## config.mk

```make
export PLATFORM = sky130hd
export DESIGN_NAME = tmdr_clip
export DESIGN_NICKNAME = d
export VERILOG_FILES = /design/src/rtl/tmdr_pkg.sv /design/src/rtl/tmdr_clip.sv
export SDC_FILE = /design/constraint.sdc
export NUM_CORES = 1
export LEC_CHECK = 0
export BUFFER_PORTS_ARGS = -buffer_cell sky130_fd_sc_hd__buf_2
export CORE_MARGIN = 2
export CORE_UTILIZATION = 50
export DETAILED_ROUTE_END_ITERATION = 16
export PLACE_DENSITY = 0.84
export SLEW_MARGIN = 30
export SYNTH_ARGS = -nofsm -noshare
export SYNTH_HDL_FRONTEND = slang
export SYNTH_SLANG_ARGS = --single-unit
```

## constraint.sdc

```tcl
create_clock -name vclk -period 6.45
set_input_delay 0.645 -clock vclk [all_inputs]
set_output_delay 0.645 -clock vclk [all_outputs]
set_load 0.005 [all_outputs]
```

## src/rtl/tmdr_pkg.sv

```systemverilog
// Shared types and constants for the tile map with dirty rectangle.
// Used by every module in rtl/ but tmdr_ram; depends on nothing.
`default_nettype none

package tmdr_pkg;

  localparam int MAX_DIM_DEF   = 256;
  localparam int TILE_BITS_DEF = 16;

  localparam int DIM_W    = 9;   // map_width / map_height register width
  localparam int COORD_W  = 16;
  localparam int RADIUS_W = 15;
  localparam int TILE_W   = 16;
  localparam int POS_W    = 8;   // region_x / region_y
  localparam int SPAN_W   = 9;   // region_w / region_h
  localparam int OP_W     = 3;
  localparam int IN_TDATA_W  = 64;
  localparam int OUT_TDATA_W = 56;

  // configuration register indexes
  localparam logic REG_MAP_WIDTH  = 1'b0;
  localparam logic REG_MAP_HEIGHT = 1'b1;

  typedef enum logic [OP_W-1:0] {
    OP_SET   = 3'd0,
    OP_BRUSH = 3'd1,
    OP_FILL  = 3'd2,
    OP_TAKE  = 3'd3,
    OP_READ  = 3'd4
  } op_e;

  typedef enum logic [2:0] {
    ST_IDLE,
    ST_CLIPX,
    ST_CLIPY,
    ST_READ,
    ST_CHECK,
    ST_FILL,
    ST_TAKE,
    ST_MISS
  } state_e;

  // commands to the dirty box; at most one is set in a cycle
  typedef struct packed {
    logic load;   // replace the box, mark dirty
    logic grow;   // merge a rectangle into the box
    logic clear;  // drop the dirty mark
  } box_cmd_t;

endpackage

`default_nettype wire

```

## src/rtl/tmdr_clip.sv

```systemverilog
// Shared clip unit: turns a centre and half-width into a range clipped to
// [0, lim-1] on one axis. Depends on tmdr_pkg.
`default_nettype none

module tmdr_clip
  import tmdr_pkg::*;
#(
  parameter int CW = 8
) (
  input  wire logic signed [COORD_W-1:0]  coord_i,
  input  wire logic        [RADIUS_W-1:0] rad_i,
  input  wire logic        [DIM_W-1:0]    lim_i,
  output logic             [CW-1:0]       lo_o,
  output logic             [CW-1:0]       hi_o,
  output logic                            empty_o
);

  logic signed [17:0] c_s;
  logic signed [17:0] r_s;
  logic signed [17:0] last_s;
  logic signed [17:0] lo_raw;
  logic signed [17:0] hi_raw;
  logic signed [17:0] lo_s;
  logic signed [17:0] hi_s;

  always_comb begin
    c_s    = 18'(coord_i);
    r_s    = $signed({3'b000, rad_i});
    last_s = $signed({9'b0, lim_i}) - 18'sd1;
    lo_raw = c_s - r_s;
    hi_raw = c_s + r_s;
    lo_s   = (lo_raw < 18'sd0) ? 18'sd0 : lo_raw;
    hi_s   = (hi_raw > last_s) ? last_s : hi_raw;
    // a non-empty range lies inside the map, so the low bits carry it whole
    empty_o = lo_s > hi_s;
    lo_o    = lo_s[CW-1:0];
    hi_o    = hi_s[CW-1:0];
  end

endmodule

`default_nettype wire

```

# ---- After elaboration in Yosys (flattened, before gate mapping)
# Index checks and enable logic that the tools add are counted.
dict set report word_totals {
  register_bits 0
  out_inout_bits 17
}
dict set report classes {
  n_addsub 3
  order_cmp 3
  muxes 2
}
# operator count
set op_table {}
lappend op_table {{2-to-1 mux 18 bit} 2}
lappend op_table {{greater-than comparator 18 bit} 1}
lappend op_table {{adder 16 x 16 -> 17 bit} 1}
lappend op_table {{greater-than comparator 17 x 10 -> 1 bit} 1}
lappend op_table {{< comparator 17 x 1 -> 1 bit, second input constant} 1}
lappend op_table {{subtractor 16 x 16 -> 17 bit} 1}
lappend op_table {{subtractor 9 x 1 -> 10 bit, second input constant} 1}

# ---- Logic depth before layout (Yosys ltp)
dict set report depth {
  ltp_word 4
  mapped_depth 25
}

# ---- Worst setup path before layout
# OpenSTA, ideal clock, no wires.
dict set report synth_timing {
  path_kind {in2out}
  start {in rad_i[3]}
  end {out empty_o}
  arrival_time_ps 5470
  required_ps 5805
  setup_slack_ps 335
  path_stages 24
  path_buffers 3
  path_cell_list {inv_1 -> ha_1 -> clkbuf_1 -> nor2_1 -> a2111oi_0 -> o211ai_1 -> a31oi_1 -> xor2_1 -> ha_1 -> a211oi_1 -> o21ai_1 -> a31o_2 -> nor4_1 -> o22a_1 -> buf_2 -> buf_4 -> mux2_1 -> ha_1 -> a21o_1 -> a21o_1 -> a211oi_1 -> o21ai_0 -> a211oi_1 -> o221ai_1}
}
dict set report synth_via {
  elab_chain_cells 4
  word_cells_on_any_way 7
  classes_between {2 x add/sub; 3 x order compare; 2 x mux}
}
# item line_no
set synth_rtl {}
lappend synth_rtl {{start, declared} tmdr_clip.sv:11} ;# input wire logic [RADIUS_W-1:0] rad_i,
lappend synth_rtl {{subtractor 16 x 16 -> 17 bit or adder 16 x 16 -> 17 bit (tied branches)} {tmdr_clip.sv:30, tmdr_clip.sv:31}}
lappend synth_rtl {{< comparator 17 x 1 -> 1 bit or greater-than comparator 17 x 10 -> 1 bit (tied branches)} {tmdr_clip.sv:32, tmdr_clip.sv:33}}
lappend synth_rtl {{2-to-1 mux 18 bit (on tied branches)} {tmdr_clip.sv:32, tmdr_clip.sv:33}}
lappend synth_rtl {{greater-than comparator 18 bit (*)} tmdr_clip.sv:35} ;# empty_o = lo_s > hi_s;
lappend synth_rtl {{end, declared} tmdr_clip.sv:15} ;# output logic empty_o
# Every way passes the cells marked *; elsewhere a longest branch is shown, timed or not.

# ---- Final worst setup path
dict set report layout_timing {
  start {in coord_i[0]}
  end {out empty_o}
}
dict set report layout_via {
  elab_chain_cells 4
  word_cells_on_any_way 7
  classes_between {2 x add/sub; 3 x order compare; 2 x mux}
}
# item line_no
set layout_rtl {}
lappend layout_rtl {{start, declared} tmdr_clip.sv:10} ;# input wire logic signed [COORD_W-1:0] coord_i,
lappend layout_rtl {{subtractor 16 x 16 -> 17 bit or adder 16 x 16 -> 17 bit (tied branches)} {tmdr_clip.sv:30, tmdr_clip.sv:31}}
lappend layout_rtl {{< comparator 17 x 1 -> 1 bit or greater-than comparator 17 x 10 -> 1 bit (tied branches)} {tmdr_clip.sv:32, tmdr_clip.sv:33}}
lappend layout_rtl {{2-to-1 mux 18 bit (on tied branches)} {tmdr_clip.sv:32, tmdr_clip.sv:33}}
lappend layout_rtl {{greater-than comparator 18 bit (*)} tmdr_clip.sv:35}
# Marked as above.

==> out/qor.yml <==
final_layout:
  diodes: 0
  clkbuf_count: 0
  final_cell_mix: "ha_1 (62), buf_2 (57), inv_1 (40)"
  syn_to_final_growth_pct: 21.94
  utilization_pct: 62.64
  fill_cells: 464
  fin_nets: 554
  area.sequential_sq_um: 0
  final_common_cell: "ha_1"
  layout-drive-gt1-share_pct: 23.99
  seq_cell_count: 0
  multiInputGateArea_sq_um: 2716
global_route:
  grt_pass1_wl_um: 12270
  grt_util_all_layers_pct: 23.22
  antenna_found_initial: 0
  grt_pass1_vias: 2845
  grt_max_degree: 15
  grt_overflow: 0
floorplan:
  die_y_um: 78.75
  fp.dieW_um: 78.75
  std_cell_rows: 27
  core_area_sq_um: 5439
  ios: 57
  initial_core_util_pct: 51.37
  die-area_sq_um: 6202
power_and_ir_drop:
  p_leak_nw: 1.707
  irDropWorstVdd_uv: 62.93
  powerDensity_nw_per_um2: 140.2
sta:
  fmax_mhz: 157.8
  layout_min_cycle_time_ns: 6.337
  holdWs_ns: 1.641
  slew_violations: 0
  hold_viol: 0
  finalCritPeriodShare_pct: 98.25
  tightest_slew_ns: 0.6822
  finalSetupViolations: 0
  slew_headroom_pct: 54.10
critical_path:
  cp_common_cell: "a211oi_2"
  start_kind: "input port"
  crit_path_end_kind: "output pin"
  cp_data_arrival_time_ns: 5.69
  path_max_fanout: 6
  crit_type: "input port to output pin"
  cpMaxStageDelayCell: "fa_2"
  critPathMaxStageDelay_ns: 0.41
  worstPathRequired_ns: 5.80
logic_synthesis:
  syn_area_sq_um: 2794
  synth_warnings: 0
  ys_types: 54
  synth_top_area_share_pct: 28.66
  synth.largest_area_cell: "ha_1"
  syn-num-nets: 488
  ys_seq_area_share_pct: 0
  synth_area_leaders: "ha_1 (29%), xnor2_1 (6.3%), mux2i_1 (5.7%)"
  synth_cells: 382
  syn_area_per_cell_sq_um: 7.314
drt:
  routed_wl_um: 7779
  drtPass1Iterations: 5
  ant_nets: 0
  drt_iter0_drc: 183
  viasPerCell: 5.973
  route.vias.total: 3094
  drcViolationCount: 0
  wl_per_cell_um: 15.02
min_path:
  hp-class: "input port to output pin"
placement:
  dp_hpwl_um: 6359
  port_buffers: 57
  gp_congestion: 0.9006
run:
  drv_cap: 0
status:
  outcome: "complete, no violations"
## critical path: cells and delay by family
family	cells	cell delay (ns)
fa+ha+maj	4	1.22
mux	1	0.33
compound gates	14	2.56
buf+inv	5	0.58
simple gates	1	0.15
xor+xnor	1	0.20
## what timing repair did
action                     CTS  global route
hold buffers                 0             0
buffers inserted             0             5
setup endpoints to repair    1             1
hold endpoints to repair     0             0
resized for setup            5            25
pin swaps                    1            18
cloned                       0             0
## final timing paths
path        from      end  slack (ns)  cells after the start
min     lim_i[0]  hi_o[0]        1.64                      3
max   coord_i[0]  empty_o        0.11                     26
## synthesized netlist by cell type (all sizes together) (3+ instances only)
library cell / number
mux2i: 16
nor2b: 9
a21o: 11
inv: 42
o21ai: 21
nor4: 4
a31oi: 4
o211ai: 3
or4: 5
a2111oi: 6
o21a: 3
or2: 3
o21bai: 4
nor2: 35
clkbuf: 8
nand3: 3
a211oi: 10
nand2b: 8
mux2: 7
buf: 5
o31ai: 4
ha: 64
nand4: 5
nor3: 11
nand2: 16
xnor2: 20
a21oi: 24
xor2: 6
## per-stage QoR
stage | std cells | TNS [ns] | total power [mW] | area (sq um) | worst slack, ns
2_1_floorplan | 382 | 0 | 0.2973 | 2794 | 0.3351
3_3_place_gp | 514 | -0.003908 | 0.4007 | 3232 | -0.003908
3_5_place_dp | 514 | -0.1575 | 0.4165 | 3232 | -0.1575
4_1_cts | 514 | 0 | 0.4228 | 3256 | 0.01884
5_1_grt | 518 | -0.08552 | 0.5235 | 3407 | -0.08552
6_report | 518 | 0 | 0.4776 | 3407 | 0.1127
## kinds of logic (layout without fill, tap and decap cells)
| group | Yosys count | count (layout) | share of synthesized area [%] |
|---|---|---|---|
| and+or+nand+nor | 106 | 106 | 19.70 |
| AOI/OAI and AO/OA | 106 | 106 | 25.80 |
| buffers and inverters | 55 | 119 | 7.703 |
| xor gates and xnor gates | 26 | 26 | 8.151 |
| muxes | 23 | 23 | 8.553 |
| adders and majority gates | 66 | 66 | 30.09 |
## cell type report
| type | instances | share of cell area (%) |
|---|---|---|
| well taps | 72 | 2.644 |
| inverters | 42 | 4.627 |
| multi-input cells | 327 | 79.73 |
| repair buffers | 77 | 13.00 |
## report_power, final
part	internal (mW)	switching [mW]	leakage (nW)	total, mW
combinational	0.220	0.257	1.71	0.478
clock	0	0	0	0
sequential	0	0	0	0
total	0.220	0.257	1.71	0.478
## metal layers
| metal | track usage, % | vias to the layer above | part of all wire (%) |
|---|---|---|---|
| met3 | 1.023 | 17 | 6.3 |
| met4 | 5.263 | 0 | 1.8 |
| met5 | 0 | - | 0 |
| li1 | - | 1526 | - |
| met2 | 42.05 | 137 | 48 |
| met1 | 30.29 | 1414 | 44 |
Note: power is estimated with default switching activity, not from simulation.
