<file path="src/rtl/tmdr_pkg.sv">
// Shared types and constants for the tile map with dirty rectangle.
// Used by every module in rtl/ but tmdr_ram; depends on nothing.
`default_nettype none

package tmdr_pkg;

  localparam int MAX_DIM_DEF   = 256;
  localparam int TILE_BITS_DEF = 16;

  localparam int DIM_W    = 9;   // map_width / map_height register width
  localparam int COORD_W  = 16;
  localparam int RADIUS_W = 15;
  localparam int TILE_W   = 16;
  localparam int POS_W    = 8;   // region_x / region_y
  localparam int SPAN_W   = 9;   // region_w / region_h
  localparam int OP_W     = 3;
  localparam int IN_TDATA_W  = 64;
  localparam int OUT_TDATA_W = 56;

  // configuration register indexes
  localparam logic REG_MAP_WIDTH  = 1'b0;
  localparam logic REG_MAP_HEIGHT = 1'b1;

  typedef enum logic [OP_W-1:0] {
    OP_SET   = 3'd0,
    OP_BRUSH = 3'd1,
    OP_FILL  = 3'd2,
    OP_TAKE  = 3'd3,
    OP_READ  = 3'd4
  } op_e;

  typedef enum logic [2:0] {
    ST_IDLE,
    ST_CLIPX,
    ST_CLIPY,
    ST_READ,
    ST_CHECK,
    ST_FILL,
    ST_TAKE,
    ST_MISS
  } state_e;

  // commands to the dirty box; at most one is set in a cycle
  typedef struct packed {
    logic load;   // replace the box, mark dirty
    logic grow;   // merge a rectangle into the box
    logic clear;  // drop the dirty mark
  } box_cmd_t;

endpackage

`default_nettype wire

</file>
<file path="src/rtl/tmdr_box.sv">
// Dirty bounding box: load, grow by a rectangle, clear on take.
// Depends on tmdr_pkg for the command struct.
`default_nettype none

module tmdr_box
  import tmdr_pkg::*;
#(
  parameter int CW = 8
) (
  input  wire logic          clk_i,
  input  wire logic          rst_ni,
  input  wire box_cmd_t      cmd_i,
  input  wire logic [CW-1:0] left_i,
  input  wire logic [CW-1:0] top_i,
  input  wire logic [CW-1:0] right_i,
  input  wire logic [CW-1:0] bottom_i,
  output logic               flag_o,
  output logic      [CW-1:0] left_o,
  output logic      [CW-1:0] top_o,
  output logic      [CW-1:0] right_o,
  output logic      [CW-1:0] bottom_o
);

  logic          flag_q, flag_d;
  logic [CW-1:0] left_q, left_d, top_q, top_d, right_q, right_d, bottom_q, bottom_d;

  always_comb begin
    flag_d   = flag_q;
    left_d   = left_q;
    top_d    = top_q;
    right_d  = right_q;
    bottom_d = bottom_q;
    if (cmd_i.load || (cmd_i.grow && !flag_q)) begin
      flag_d   = 1'b1;
      left_d   = left_i;
      top_d    = top_i;
      right_d  = right_i;
      bottom_d = bottom_i;
    end else if (cmd_i.grow) begin
      if (left_i < left_q)     left_d   = left_i;
      if (top_i < top_q)       top_d    = top_i;
      if (right_i > right_q)   right_d  = right_i;
      if (bottom_i > bottom_q) bottom_d = bottom_i;
    end else if (cmd_i.clear) begin
      flag_d = 1'b0;
    end
  end

  always_ff @(posedge clk_i or negedge rst_ni) begin
    if (!rst_ni) begin
      flag_q   <= 1'b0;
      left_q   <= '0;
      top_q    <= '0;
      right_q  <= '0;
      bottom_q <= '0;
    end else begin
      flag_q   <= flag_d;
      left_q   <= left_d;
      top_q    <= top_d;
      right_q  <= right_d;
      bottom_q <= bottom_d;
    end
  end

  assign flag_o   = flag_q;
  assign left_o   = left_q;
  assign top_o    = top_q;
  assign right_o  = right_q;
  assign bottom_o = bottom_q;

  a_box_ordered: assert property (@(posedge clk_i) disable iff (!rst_ni)
    flag_q |-> (left_q <= right_q) && (top_q <= bottom_q))
    else $error("dirty box has inverted edges");

  a_clear_drops: assert property (@(posedge clk_i) disable iff (!rst_ni)
    cmd_i.clear && !cmd_i.load && !cmd_i.grow |=> !flag_q)
    else $error("dirty mark survived a take");

  a_load_origin: assert property (@(posedge clk_i) disable iff (!rst_ni)
    cmd_i.load && left_i == '0 && top_i == '0 |=> flag_q && left_q == '0 && top_q == '0)
    else $error("fill did not mark the map from the origin");

  a_grow_shrinks_not: assert property (@(posedge clk_i) disable iff (!rst_ni)
    cmd_i.grow && flag_q |=> left_q <= $past(left_q) && right_q >= $past(right_q))
    else $error("growing the box shrank it");

endmodule

`default_nettype wire
</file>
<file path="config.mk">
export PLATFORM = sky130hd
export DESIGN_NAME = tmdr_box
export DESIGN_NICKNAME = d
export VERILOG_FILES = /design/src/rtl/tmdr_pkg.sv /design/src/rtl/tmdr_box.sv
export SDC_FILE = /design/constraint.sdc
export NUM_CORES = 1
export LEC_CHECK = 0
export BUFFER_PORTS_ARGS = -buffer_cell sky130_fd_sc_hd__buf_2
export CAP_MARGIN = 20
export CORE_AREA = 2 2 76 78
export CTS_CLUSTER_DIAMETER = 30
export DETAILED_ROUTE_END_ITERATION = 10
export DIE_AREA = 0 0 78 80
export GPL_TIMING_DRIVEN = 0
export PLACE_DENSITY_LB_ADDON = 0.1
export SLEW_MARGIN = 20
export SYNTH_ARGS = -nofsm -noshare
export SYNTH_HDL_FRONTEND = slang
export SYNTH_SLANG_ARGS = --single-unit
</file>
<file path="constraint.sdc">
create_clock -name clk_i -period 2 [get_ports clk_i]
set_input_delay 0.4 -clock clk_i [delete_from_list [all_inputs] [get_ports clk_i]]
set_output_delay 0.4 -clock clk_i [all_outputs]
set_load 0.02 [all_outputs]
</file>
# == Word level (Yosys, flattened, before mapping) ==
# Cells that the tools add are included.
# word_totals
reg_bits,33
latchBits,0
ram_bits,0
rom_bits,0
in_bits,37
output_inout_bits,33
wordCells,39
mem_count,0
# classes
n_addsub,0
mul,0
n_div,0
n_lt_le_gt_ge,4
n_eq_ne,1
n_shift,0
muxes,15
bitwise,0
reduce_logical,14
# op_table
cell,n
$mux W8,12
$gt A8 B8 Y1,2
$lt A8 B8 Y1,2
$reduce_bool A2 Y1,6
$reduce_and A2 Y1,5
$mux W1,3
$ne A2 B1 Y1 const B,1
$logic_and A1 B1 Y1,1
$logic_not A1 Y1,1
$logic_or A1 B1 Y1,1

# == Longest topological paths before layout ==
# depth
ltp_word,5
ltp_mapped,8

# == Worst setup path before layout ==
# OpenSTA, ideal clock, no wires.
# synth_path
kind,reg-to-reg
start,"register left_q[1], in the netlist left_o[1]"
end,"register left_q[0], in the netlist left_o[0]"
arrival_ns,1.981
required_ns,1.875
setup_slack_ns,-0.106
stages_incl_launch_ff,7
n_path_buf,0
period_less_slack_ns,2.106
cell_sequence,dfrtp_1 inv_1 ha_1 a2111oi_2 nor3_1 o41ai_4 mux2_2
# synth_via
elab_chain_len,3
# synth_lines
item,line,rtl
start: declaration,tmdr_box.sv:25,"logic [CW-1:0] left_q, left_d, top_q, top_d, right_q, right_d, bottom_q, bottom_d;"
start signal: assignment,tmdr_box.sv:58,left_q <= left_d;
$lt A8 B8 Y1,tmdr_box.sv:40,if (left_i < left_q) left_d = left_i;
$reduce_bool A2 Y1 (no line),n/a,
$reduce_and A2 Y1 (no line),n/a,
# Every way passes these cells.
# A chain may end at the register's enable or synchronous reset.

# == Worst setup path in the final report ==
# layout_path
start,"register left_q[5], in the netlist left_o[5]"
end,"register left_q[3], in the netlist left_o[3]"
# The elaborated chain is that of the path after synthesis.

==> impl_results.md <==
- Pwr dens: around 850 mW/mm2
- Cell taking the most area after synthesis: dfrtp_1
- Sequential area share after synthesis: between 30% and 40%
- Drt first pass iters: 4
- CTS tree: built
- R2r setup slk: roughly 32 ps
- Die Ht: around 80 um
- Clk sink count: 33
- Critical Path AT: 2130 ps
- Net Count, Synth: approximately 320
- Crit path depth: 7
- R2r endpoint: left_o[3]$_DFFE_PN0P_
- R2R cell count: 7
- Final #Nets: just under 400
- Fraction of layout cells with a size suffix above 1: approximately 40%
- GPL Wtd Cong: 0.8656
- Post-Syn Area: approximately 0.0024 mm2
- Fmax: 0.5081 GHz
- First-pass GRT wire length: 9625 um
- Setup CP Type: reg -> reg
- Initial antenna violation count: 0
- Die ar.: roughly 0.0062 mm2
- Num CTS Buffers: 5
- Layout area overhead: 33.81%
- Critical path required time: approximately 2200 ps
- Critical Path Sink Type: register
- Post-detail-place hpwl: 4269 um
- CTS Hold Bufs: 0
- Cell family with most CP delay: compound AO/OA/AOI/OAI gates
- Vias in the first global route: 2076
- Final Cycle Share: 98.40%
- Sequential fraction of design power: roughly 33%
- Internal power: 1.609 mW
- Avg Inst Size Synth: 9.505 um2
- Min cycle time layout: around 2000 ps
- Tightest Pin Transition: between 700 and 800 ps
- YS warnings: 0
- Switching Share: roughly 40%
- Diode count: 0
- Crit-path max FO: 3
- Die width: a little under 80 um
- Status: complete, no violations
- Slowest CP cell: dfrtp_2
- Synth cell types: 23
- Buf/Inv on CP: 2
- Pleak: ~1.5 nW
- Worst slew margin: between 40 and 50%
- Largest net degree at the start of global routing: 34
- End of the critical path: left_o[3]$_DFFE_PN0P_
- CP Cell Sequence: inv_2, ha_4, a211oi_4, nor2_2, o41ai_4, buf_4, mux2_4
- Worst Clk Skew: 10.17 ps
- Port Buffers: 69
- CTS root buf: clkbuf_8
- Combinational Power Share: 47.7%
- MaxCap Viol Count: 0
- Via density: 5.454
- Maximum vdd drop: 0.4706 mV
- Row cnt: 27
- # IOs: 70
- Final WL: between 6000 and 7000 um
- Clock transition at path regs: about 80 ps
- Post-DRT Antenna Nets: 0
- Final Hold Fails: 0
- CORE AREA: around 0.0054 mm2
- Hold WS: 190.8 ps
- Critical R2R Launch: left_o[5]$_DFFE_PN0P_
- Area contributors post-synth: dfrtp_1 35%, ha_1 16%, mux2_2 7.6%
- DRC marker count from the first detailed-route iteration: 90
- HP Class: in -> async
- Final setup vio count: 0
- Startpoint types: register
- Synth top area share: between 30% and 40%
- Gr usage total: between 10% and 20%
- Setup total negative slack: 0 ps
- Synthesized flop and latch total: 33
- DR DRC count: 0
- PnR worst setup slack: between 30 and 40 ps
- RSZ-0062 raised after global routing: yes
- WL per Instance: around 15 um
- Global route overflow: 0
- Crit path from: left_o[5]$_DFFE_PN0P_
- Synth Instances: 248
- Via count: approximately 2200
- Number of max-slew violations in the final report: 0
- Clock Latency Late Sink: 280 ps
- Switching power: 1.077 mW
- Worst slack at placement: -318.8 ps
- Pwr Total: about 2.7 mW
- Clock Path Buffers: 2
- Fill count: between 500 and 600
- H-tree depth: 2
- CP max stage delay: approximately 420 ps
- Clock network power share: 19.9%
- Starting density of the core: a little over two fifths
[stage by stage]
stage                     cells  util (%)  area [um2]
after floorplan             248         -        2469
after global placement      389     53.73        2904
after detailed placement    389     53.73        2904
after CTS                   402     56.41        3049
after global routing        403     58.36        3154
final                       403     58.36        3154
[synth_stat cells (all sizes together)]
cell type and instances:
mux2 16, o21a 4, nand2b 2, a21oi 9, a2bb2oi 2, o211ai 18, inv 32, o41ai 2
dfrtp 33, o21ai 5, nor2b 2, a211oi 2, nand2 18, nand4 6, clkbuf 9, nor2 5
nand3b 2, a221oi 14, a2111oi 2, ha 30, a21o 3, nor3 32
[sequential cells by signal, summed over array words and instances, names as in the netlist]
| name | flops |
|---|---|
| left_o | 8 |
| bottom_o | 8 |
| right_o | 8 |
| flag_o | 1 |
| top_o | 8 |
[cell type report]
cell class	instances	area, um2	area share, %
Sequential cell	33	834.6	26.46
Buffer	9	50.05	1.587
Inverter	32	120.1	3.808
Multi-Input combinational cell	174	1572	49.82
Timing Repair Buffer	75	397.9	12.61
Clock buffer	8	90.09	2.856
Tap cell	72	90.09	2.856
[per-layer routing]
metal / share of wire [%] / GRT usage, % / wire length [um] / vias to the layer above
met5: 0 / 0 / 0 / -
li1: - / - / - / 1095
met1: 47 / 26.04 / 2856 / 1033
met2: 47 / 31.72 / 2843 / 68
met3: 5.7 / 4.186 / 345 / 2
met4: 0.44 / 5.088 / 27 / 0
[worst min-delay path by stage]
stage / startpoint / end / slack (ps) / depth (start not counted)
detailed placement: top_o[5]$_DFFE_PN0P_ / top_o[5]$_DFFE_PN0P_ / 520 / 1
global route: rst_ni / left_o[1]$_DFFE_PN0P_ / 250 / 1
floorplan: rst_ni / bottom_o[0]$_DFFE_PN0P_ / 100 / 0
CTS: rst_ni / left_o[0]$_DFFE_PN0P_ / 220 / 1
global placement: left_o[0]$_DFFE_PN0P_ / left_o[0]$_DFFE_PN0P_ / 510 / 1
finish: rst_ni / left_o[0]$_DFFE_PN0P_ / 190 / 1
[power by group through the flow]
| stage | combinational (mW) | sequential, mW | clock [mW] |
|---|---|---|---|
| after floorplan | 0.669 | 1.04 | 0 |
| after global placement | 1.15 | 0.882 | 0 |
| after detailed placement | 1.17 | 0.884 | 0 |
| after CTS | 1.21 | 0.872 | 0.565 |
| after global routing | 1.41 | 0.889 | 0.590 |
| final | 1.28 | 0.872 | 0.534 |
[cell families (layout without fill, tap and decap cells)]
logic type | count (synthesis) | in the layout | share of synthesized area [%]
compound gates | 61 | 61 | 21.12
fa+ha+maj | 30 | 30 | 15.92
buf+inv | 41 | 124 | 6.529
flops | 33 | 33 | 35.03
mux | 16 | 16 | 7.643
simple gates | 67 | 67 | 13.75
[cells in the final DEF (no fill, tap or decap), drive strengths merged]
cell type,netlist,routed
nor3,32,32
mux2,16,16
a21oi,9,9
ha,30,30
nand2b,2,2
o21ai,5,5
a221oi,14,14
a211oi,2,2
clkbuf,9,15
o41ai,2,2
dfrtp,33,33
nor2,5,5
o211ai,18,18
o21a,4,4
buf,0,77
nand2,18,18
nor2b,2,2
nand3b,2,2
inv,32,32
a2bb2oi,2,2
a21o,3,3
nand4,6,6
a2111oi,2,2
[repair_timing]
item | in CTS | in global routing
resized for setup | 6 | 34
setup endpoints to repair | 20 | 32
pin swaps | 4 | 7
buffers inserted | 5 | 1
Power figures use the tool's default switching activity.
